`src/rtl/rrca_pkg.sv`:
```
// Package for the round-robin channel allocator: sizes, action codes and the
// structs passed between the controller, the cell chain and the cells.
// No dependencies.
`default_nettype none

package rrca_pkg;

	localparam int MAX_CHANNELS = 256;
	localparam int CNT_W        = 9;
	localparam int SLOT_W       = $clog2(MAX_CHANNELS);
	localparam int CELL_BITS    = 16;
	localparam int LIDX_W       = $clog2(CELL_BITS);
	localparam int NUM_CELLS    = MAX_CHANNELS / CELL_BITS;
	localparam int CELL_IDX_W   = SLOT_W - LIDX_W;
	localparam int STEP_W       = $clog2(CNT_W);

	localparam logic ACT_RESERVE = 1'b0;
	localparam logic ACT_RELEASE = 1'b1;

	typedef logic [CNT_W-1:0]  cnt_t;
	typedef logic [SLOT_W-1:0] slot_t;

	typedef struct packed {
		logic  valid;
		logic  pass_b;
		slot_t start;
	} tok_t;

	typedef struct packed {
		logic  inj;
		slot_t start;
		logic  rel;
		slot_t rel_slot;
		logic  clear;
		cnt_t  count;
	} chain_cmd_t;

	typedef struct packed {
		logic  hit;
		logic  miss;
		slot_t slot;
		logic  rel_busy;
	} cell_rep_t;

endpackage

`default_nettype wire

```
`src/rtl/rrca_cell.sv`:
```
// One cell of the allocator chain: holds the busy bits of sixteen channels,
// searches them when the scan token arrives and passes the token on.
// Depends on rrca_pkg.
`default_nettype none

module rrca_cell import rrca_pkg::*; (
	input  logic                  clk,
	input  logic                  arst_n,
	input  logic [CELL_IDX_W-1:0] cell_idx,
	input  chain_cmd_t            cmd,
	input  tok_t                  tok_in,
	output tok_t                  tok_out,
	output cell_rep_t             rep
);

	logic [CELL_BITS-1:0] busy_q;
	tok_t                 tok_q;
	logic [CELL_BITS-1:0] cand;
	logic [LIDX_W-1:0]    first_j;
	logic                 hit;
	logic                 at_end;
	logic                 rel_here;
	tok_t                 tok_nx;

	always_comb begin
		slot_t slot_v;
		cand = '0;
		for (int j = 0; j < CELL_BITS; j++) begin
			slot_v = {cell_idx, LIDX_W'(j)};
			if (tok_in.pass_b)
				cand[j] = !busy_q[j] && (slot_v < tok_in.start);
			else
				cand[j] = !busy_q[j] && (slot_v >= tok_in.start)
					&& (CNT_W'(slot_v) < cmd.count);
		end
	end

	always_comb begin
		first_j = '0;
		for (int j = CELL_BITS - 1; j >= 0; j--) begin
			if (cand[j])
				first_j = LIDX_W'(j);
		end
	end

	assign hit      = tok_in.valid && (|cand);
	assign at_end   = tok_in.pass_b && (cell_idx == tok_in.start[SLOT_W-1:LIDX_W]);
	assign rel_here = cmd.rel && (cmd.rel_slot[SLOT_W-1:LIDX_W] == cell_idx);

	always_comb begin
		tok_nx        = tok_in;
		tok_nx.valid  = tok_in.valid && !hit && !at_end;
		tok_nx.pass_b = tok_in.pass_b || (cell_idx == {CELL_IDX_W{1'b1}});
	end

	always_ff @(posedge clk or negedge arst_n) begin
		if (!arst_n) begin
			busy_q <= '0;
			tok_q  <= '0;
		end else begin
			tok_q <= tok_nx;
			if (cmd.clear) begin
				busy_q <= '0;
			end else begin
				if (hit)
					busy_q[first_j] <= 1'b1;
				if (rel_here)
					busy_q[cmd.rel_slot[LIDX_W-1:0]] <= 1'b0;
			end
		end
	end

	assign tok_out      = tok_q;
	assign rep.hit      = hit;
	assign rep.miss     = tok_in.valid && !hit && at_end;
	assign rep.slot     = hit ? {cell_idx, first_j} : '0;
	assign rep.rel_busy = rel_here && busy_q[cmd.rel_slot[LIDX_W-1:0]];

endmodule

`default_nettype wire

```
`src/rtl/rrca_chain.sv`:
```
// Ring of allocator cells: injects the scan token at the start cell, links
// each cell to the next and merges the cell reports. Depends on rrca_pkg,
// rrca_cell.
`default_nettype none

module rrca_chain import rrca_pkg::*; (
	input  logic                 clk,
	input  logic                 arst_n,
	input  chain_cmd_t           cmd,
	output cell_rep_t            rep,
	output logic [NUM_CELLS-1:0] hit_vec
);

	tok_t      tok_in  [NUM_CELLS];
	tok_t      tok_out [NUM_CELLS];
	cell_rep_t cell_rep [NUM_CELLS];

	for (genvar k = 0; k < NUM_CELLS; k++) begin : g_cell
		localparam int PREV = (k + NUM_CELLS - 1) % NUM_CELLS;

		always_comb begin
			if (cmd.inj && (cmd.start[SLOT_W-1:LIDX_W] == CELL_IDX_W'(k))) begin
				tok_in[k].valid  = 1'b1;
				tok_in[k].pass_b = 1'b0;
				tok_in[k].start  = cmd.start;
			end else begin
				tok_in[k] = tok_out[PREV];
			end
		end

		rrca_cell u_cell (
			.clk      (clk),
			.arst_n   (arst_n),
			.cell_idx (CELL_IDX_W'(k)),
			.cmd      (cmd),
			.tok_in   (tok_in[k]),
			.tok_out  (tok_out[k]),
			.rep      (cell_rep[k])
		);

		assign hit_vec[k] = cell_rep[k].hit;
	end

	always_comb begin
		rep = '0;
		for (int k = 0; k < NUM_CELLS; k++)
			rep = rep | cell_rep[k];
	end

endmodule

`default_nettype wire

```
`config.mk`:
```
export PLATFORM = sky130hd
export DESIGN_NAME = rrca_chain
export DESIGN_NICKNAME = d
export VERILOG_FILES = /design/src/rtl/rrca_pkg.sv /design/src/rtl/rrca_cell.sv /design/src/rtl/rrca_chain.sv
export SDC_FILE = /design/constraint.sdc
export NUM_CORES = 2
export LEC_CHECK = 0
export ABC_AREA = 0
export ABC_CLOCK_PERIOD_IN_PS = 6080
export BUFFER_PORTS_ARGS = -buffer_cell sky130_fd_sc_hd__buf_4
export CORE_UTILIZATION = 31
export DETAILED_ROUTE_END_ITERATION = 8
export SYNTH_ARGS = -nofsm -noshare
export SYNTH_HDL_FRONTEND = slang
export SYNTH_HIERARCHICAL = 1
export SYNTH_SLANG_ARGS = --single-unit
```
`constraint.sdc`:
```
create_clock -name clk -period 6.08 [get_ports clk]
set_input_delay 0.608 -clock clk [delete_from_list [all_inputs] [get_ports clk]]
set_output_delay 0.608 -clock clk [all_outputs]
set_load 0.03 [all_outputs]
```
==> results.yml <==
logic_synthesis:
  synth_seq_cells: 416
  syn-instance-count: 5326
  ys_types: 115
  yosysTopAreaCell: "dfrtp_1"
  synth_edf_count: 0
  synthArstFlopShare_pct: 100.0
  ys_seq_area_share_pct: 22.71
  yosys.area_share.adder_pct: 4.367
  synth-simple-area-share_pct: 25.46
  ys_top_cells_by_area: "dfrtp_1, a21oi_1, ha_1, mux4_2, nor2_1"
  yosys.area.top_type_share_pct: 22.71
  ys.flop_type: "dfrtp_1"
  synth_compound_area_share_pct: 33.77
  synth_xor_area_share_pct: 1.108
  synth_top_family_by_area: "compound AO/OA/AOI/OAI gates"
  syn-cell-area_um2: 45840
  synth_area_per_cell_um2: 8.607
  synth_mux_area_share_pct: 6.581
  ys_warn_count: 6
layout:
  insertedDiodeCount: 0
  drive_above_1_share_pct: 18.63
  final_common_cell: "nor2_1"
  final_cell_mix: "nor2_1, dfrtp_1, a21oi_1"
  syn_to_final_growth_pct: 11.66
  fin_nets: 5741
global_routing:
  grt_max_degree: 147
  track_usage_pct: 22.90
  grt_pass1_vias: 43030
  antenna_found_initial: 5
  overflow: 0
  grt_pass1_wl_um: 269700
setup_path:
  cp_data_arrival_time_ns: 5.35
  start_kind: "primary input"
  reg2reg_slack_ns: 2.27
  reg2reg_from: "g_cell[12].u_cell/tok_out[7]$_DFF_PN0_"
  path_max_fanout: 18
  crit_type: "in2out"
  rr_endpoint: "g_cell[13].u_cell/busy_q[11]$_DFF_PN0_"
  cp.required_ns: 5.47
  cp-end-kind: "output pin"
  reg2reg_depth: 13
floorplanning:
  initial_core_util_pct: 31.34
  fp.dieW_um: 386.5
  io-pin-count: 57
  rows: 140
  coreArea_um2: 146300
  die_h_um: 386.5
  die_area_um2: 149400
power:
  seqPwrFrac_pct: 21.4
  p_per_area_nw_per_um2: 283.7
  power_leakage_uw: 0.02133
  p_sw_uw: 6709
  p_clk_share_pct: 23.2
  p_int_uw: 7814
  netSwitchingFraction_pct: 46.19
  ir_worst_vdd_v: 0.0001917
  power_frac_comb_pct: 55.4
detailed_routing:
  route.vias.total: 46080
  drcViolationCount: 0
  drt_iter0_markers: 5326
  post_drt_wl_per_cell_um: 23.68
  routed_via_density: 6.139
  ant_nets: 0
  totalWireLength_um: 177700
  firstDrtPassIters: 6
outcome:
  status: "completed"
place:
  numPortBuffers: 56
  dp_hpwl_um: 132100
  pre_cts_ws_ns: -0.2564
  gp_congestion: 1.010
clocking:
  cts_tree: "built"
  cts_made_buffers: 54
  ctsRootBufferMaster: "clkbuf_16"
  clock-sinks: 416
  clkTransAtPathRegs_ns: 0.05
  ctsLongestPathBuffers: 3
  insertion_delay_ns: 0.66
  htree_levels: 2
sta:
  fin_skew_ns: 0.02471
  finalWorstSetupSlack_ns: 0.1251
  max_freq_mhz: 167.9
  rsz0062_at_grt: "false"
  period_needed_ns: 5.955
  drv_slew: 0
  hold_viol: 0
  setup_viol: 0
  fin_crit_sh_pct: 97.94
  worstMarginPinSlew_ns: 1.128
  slew_headroom_pct: 24.13
  tns_ns: 0
min_path:
  holdPathEnd: "g_cell[8].u_cell/tok_out[7]$_DFF_PN0_"
  hold_path_class: "in2reg"
  worstHoldStart: "cmd[23]"
  holdPathStages: 4
job:
  drv_cap: 0
[metal layers]
metal / wire length [um] / global-route usage (%) / vias to the layer above / share of wire [%]
met1: 79410 / 32.69 / 22690 / 45
li1: - / - / 20750 / -
met4: 5898 / 7.403 / 10 / 3.3
met2: 76570 / 34.82 / 2272 / 43
met3: 15760 / 3.753 / 357 / 8.9
met5: 68 / 0 / - / 0.038
[through the flow]
stage | utilization, % | instances | hold slack (ns) | instance area (um^2) | power (uW)
floorplan | - | 5642 | 0.3124 | 47030 | 9043
global placement | 33.57 | 7400 | 0.4318 | 49100 | 10850
detailed placement | 33.57 | 7400 | 0.4352 | 49100 | 10860
CTS | 34.84 | 7495 | 0.3563 | 50960 | 14300
global route | 34.99 | 7506 | 0.4543 | 51180 | 15300
finish | 34.99 | 7506 | 0.4083 | 51180 | 14520
[synth_stat cells, types with 48 or more instances]
| master | count |
|---|---|
| nor2_1 | 453 |
| dfrtp_1 | 416 |
| a21oi_1 | 411 |
| nand2_1 | 289 |
| inv_1 | 211 |
| clkbuf_1 | 177 |
| a31oi_1 | 170 |
| o21ai_0 | 163 |
| ha_1 | 160 |
| a211oi_1 | 157 |
| and2_1 | 127 |
| or3_1 | 123 |
| nand3_1 | 114 |
| nor3_1 | 98 |
| nor2b_1 | 91 |
| a21o_1 | 89 |
| mux4_2 | 80 |
| o21a_1 | 78 |
| mux2_2 | 75 |
| or2_2 | 67 |
| buf_6 | 63 |
| nor4_1 | 63 |
| o221ai_1 | 63 |
| o21ba_1 | 56 |
| and3_1 | 48 |
| nor3b_1 | 48 |
| o211ai_1 | 48 |
[state kept, by name, indices dropped and copies added (netlist names)]
signal and cells:
g_cell.u_cell/busy_q 256, g_cell.u_cell/tok_out 160
[area by class of cell]
cell class | instances | area, um^2
Sequential cell | 416 | 10410
Clock buffer | 67 | 1511
Tap cell | 1917 | 2399
Inverter | 228 | 855.8
Multi-Input combinational cell | 4652 | 34040
Timing Repair Buffer | 199 | 1659
Clock inverter | 27 | 307.8
Fill cell | 15110 | 95080
[worst max path at each step]
stage	from	to	slack [ns]	cells past startpoint
global placement	cmd[27]	rep[2]	-0.22	20
finish	cmd[27]	rep[2]	0.13	19
global route	cmd[25]	rep[2]	0.007	18
CTS	cmd[27]	rep[2]	0.01	20
floorplan	cmd[24]	rep[10]	1.26	21
detailed placement	cmd[27]	rep[2]	-0.26	20
[kinds of logic after synthesis]
group | after synthesis
buf+inv | 574
mux | 190
fa+ha+maj | 160
other cells | 2
xor+xnor | 58
simple gates | 1964
compound gates | 1962
flops | 416
[critical path: stages]
cell	delay, ns
buf_4	0.13
nor3b_2	0.15
buf_4	0.17
nand2b_1	0.28
and2_1	0.22
inv_1	0.06
ha_1	0.42
a41oi_2	0.23
a21bo_2	0.38
o2111ai_1	0.25
o41a_1	0.33
and2_1	0.19
o221ai_1	0.18
a31oi_4	0.40
nor2_1	0.18
nor4_4	0.44
buf_4	0.19
nand4_1	0.24
buf_4	0.27
[power by group through the flow]
stage               Sequential, uW  Clock (uW)  Combinational (uW)
detailed placement            3130           0                7730
finish                        3100        3370                8050
CTS                           3090        3440                7770
floorplan                     3060           0                5980
global placement              3150           0                7700
global route                  3110        3530                8660
[what timing repair did]
action	4_1_cts	5_1_grt
resized for setup	4	42
endpoints found under the setup margin	2	10
setup buffers	0	11
pin swaps	0	11
hold endpoints to repair	59	0
hold buffers	1	0
(Power assumes the default switching activity.)
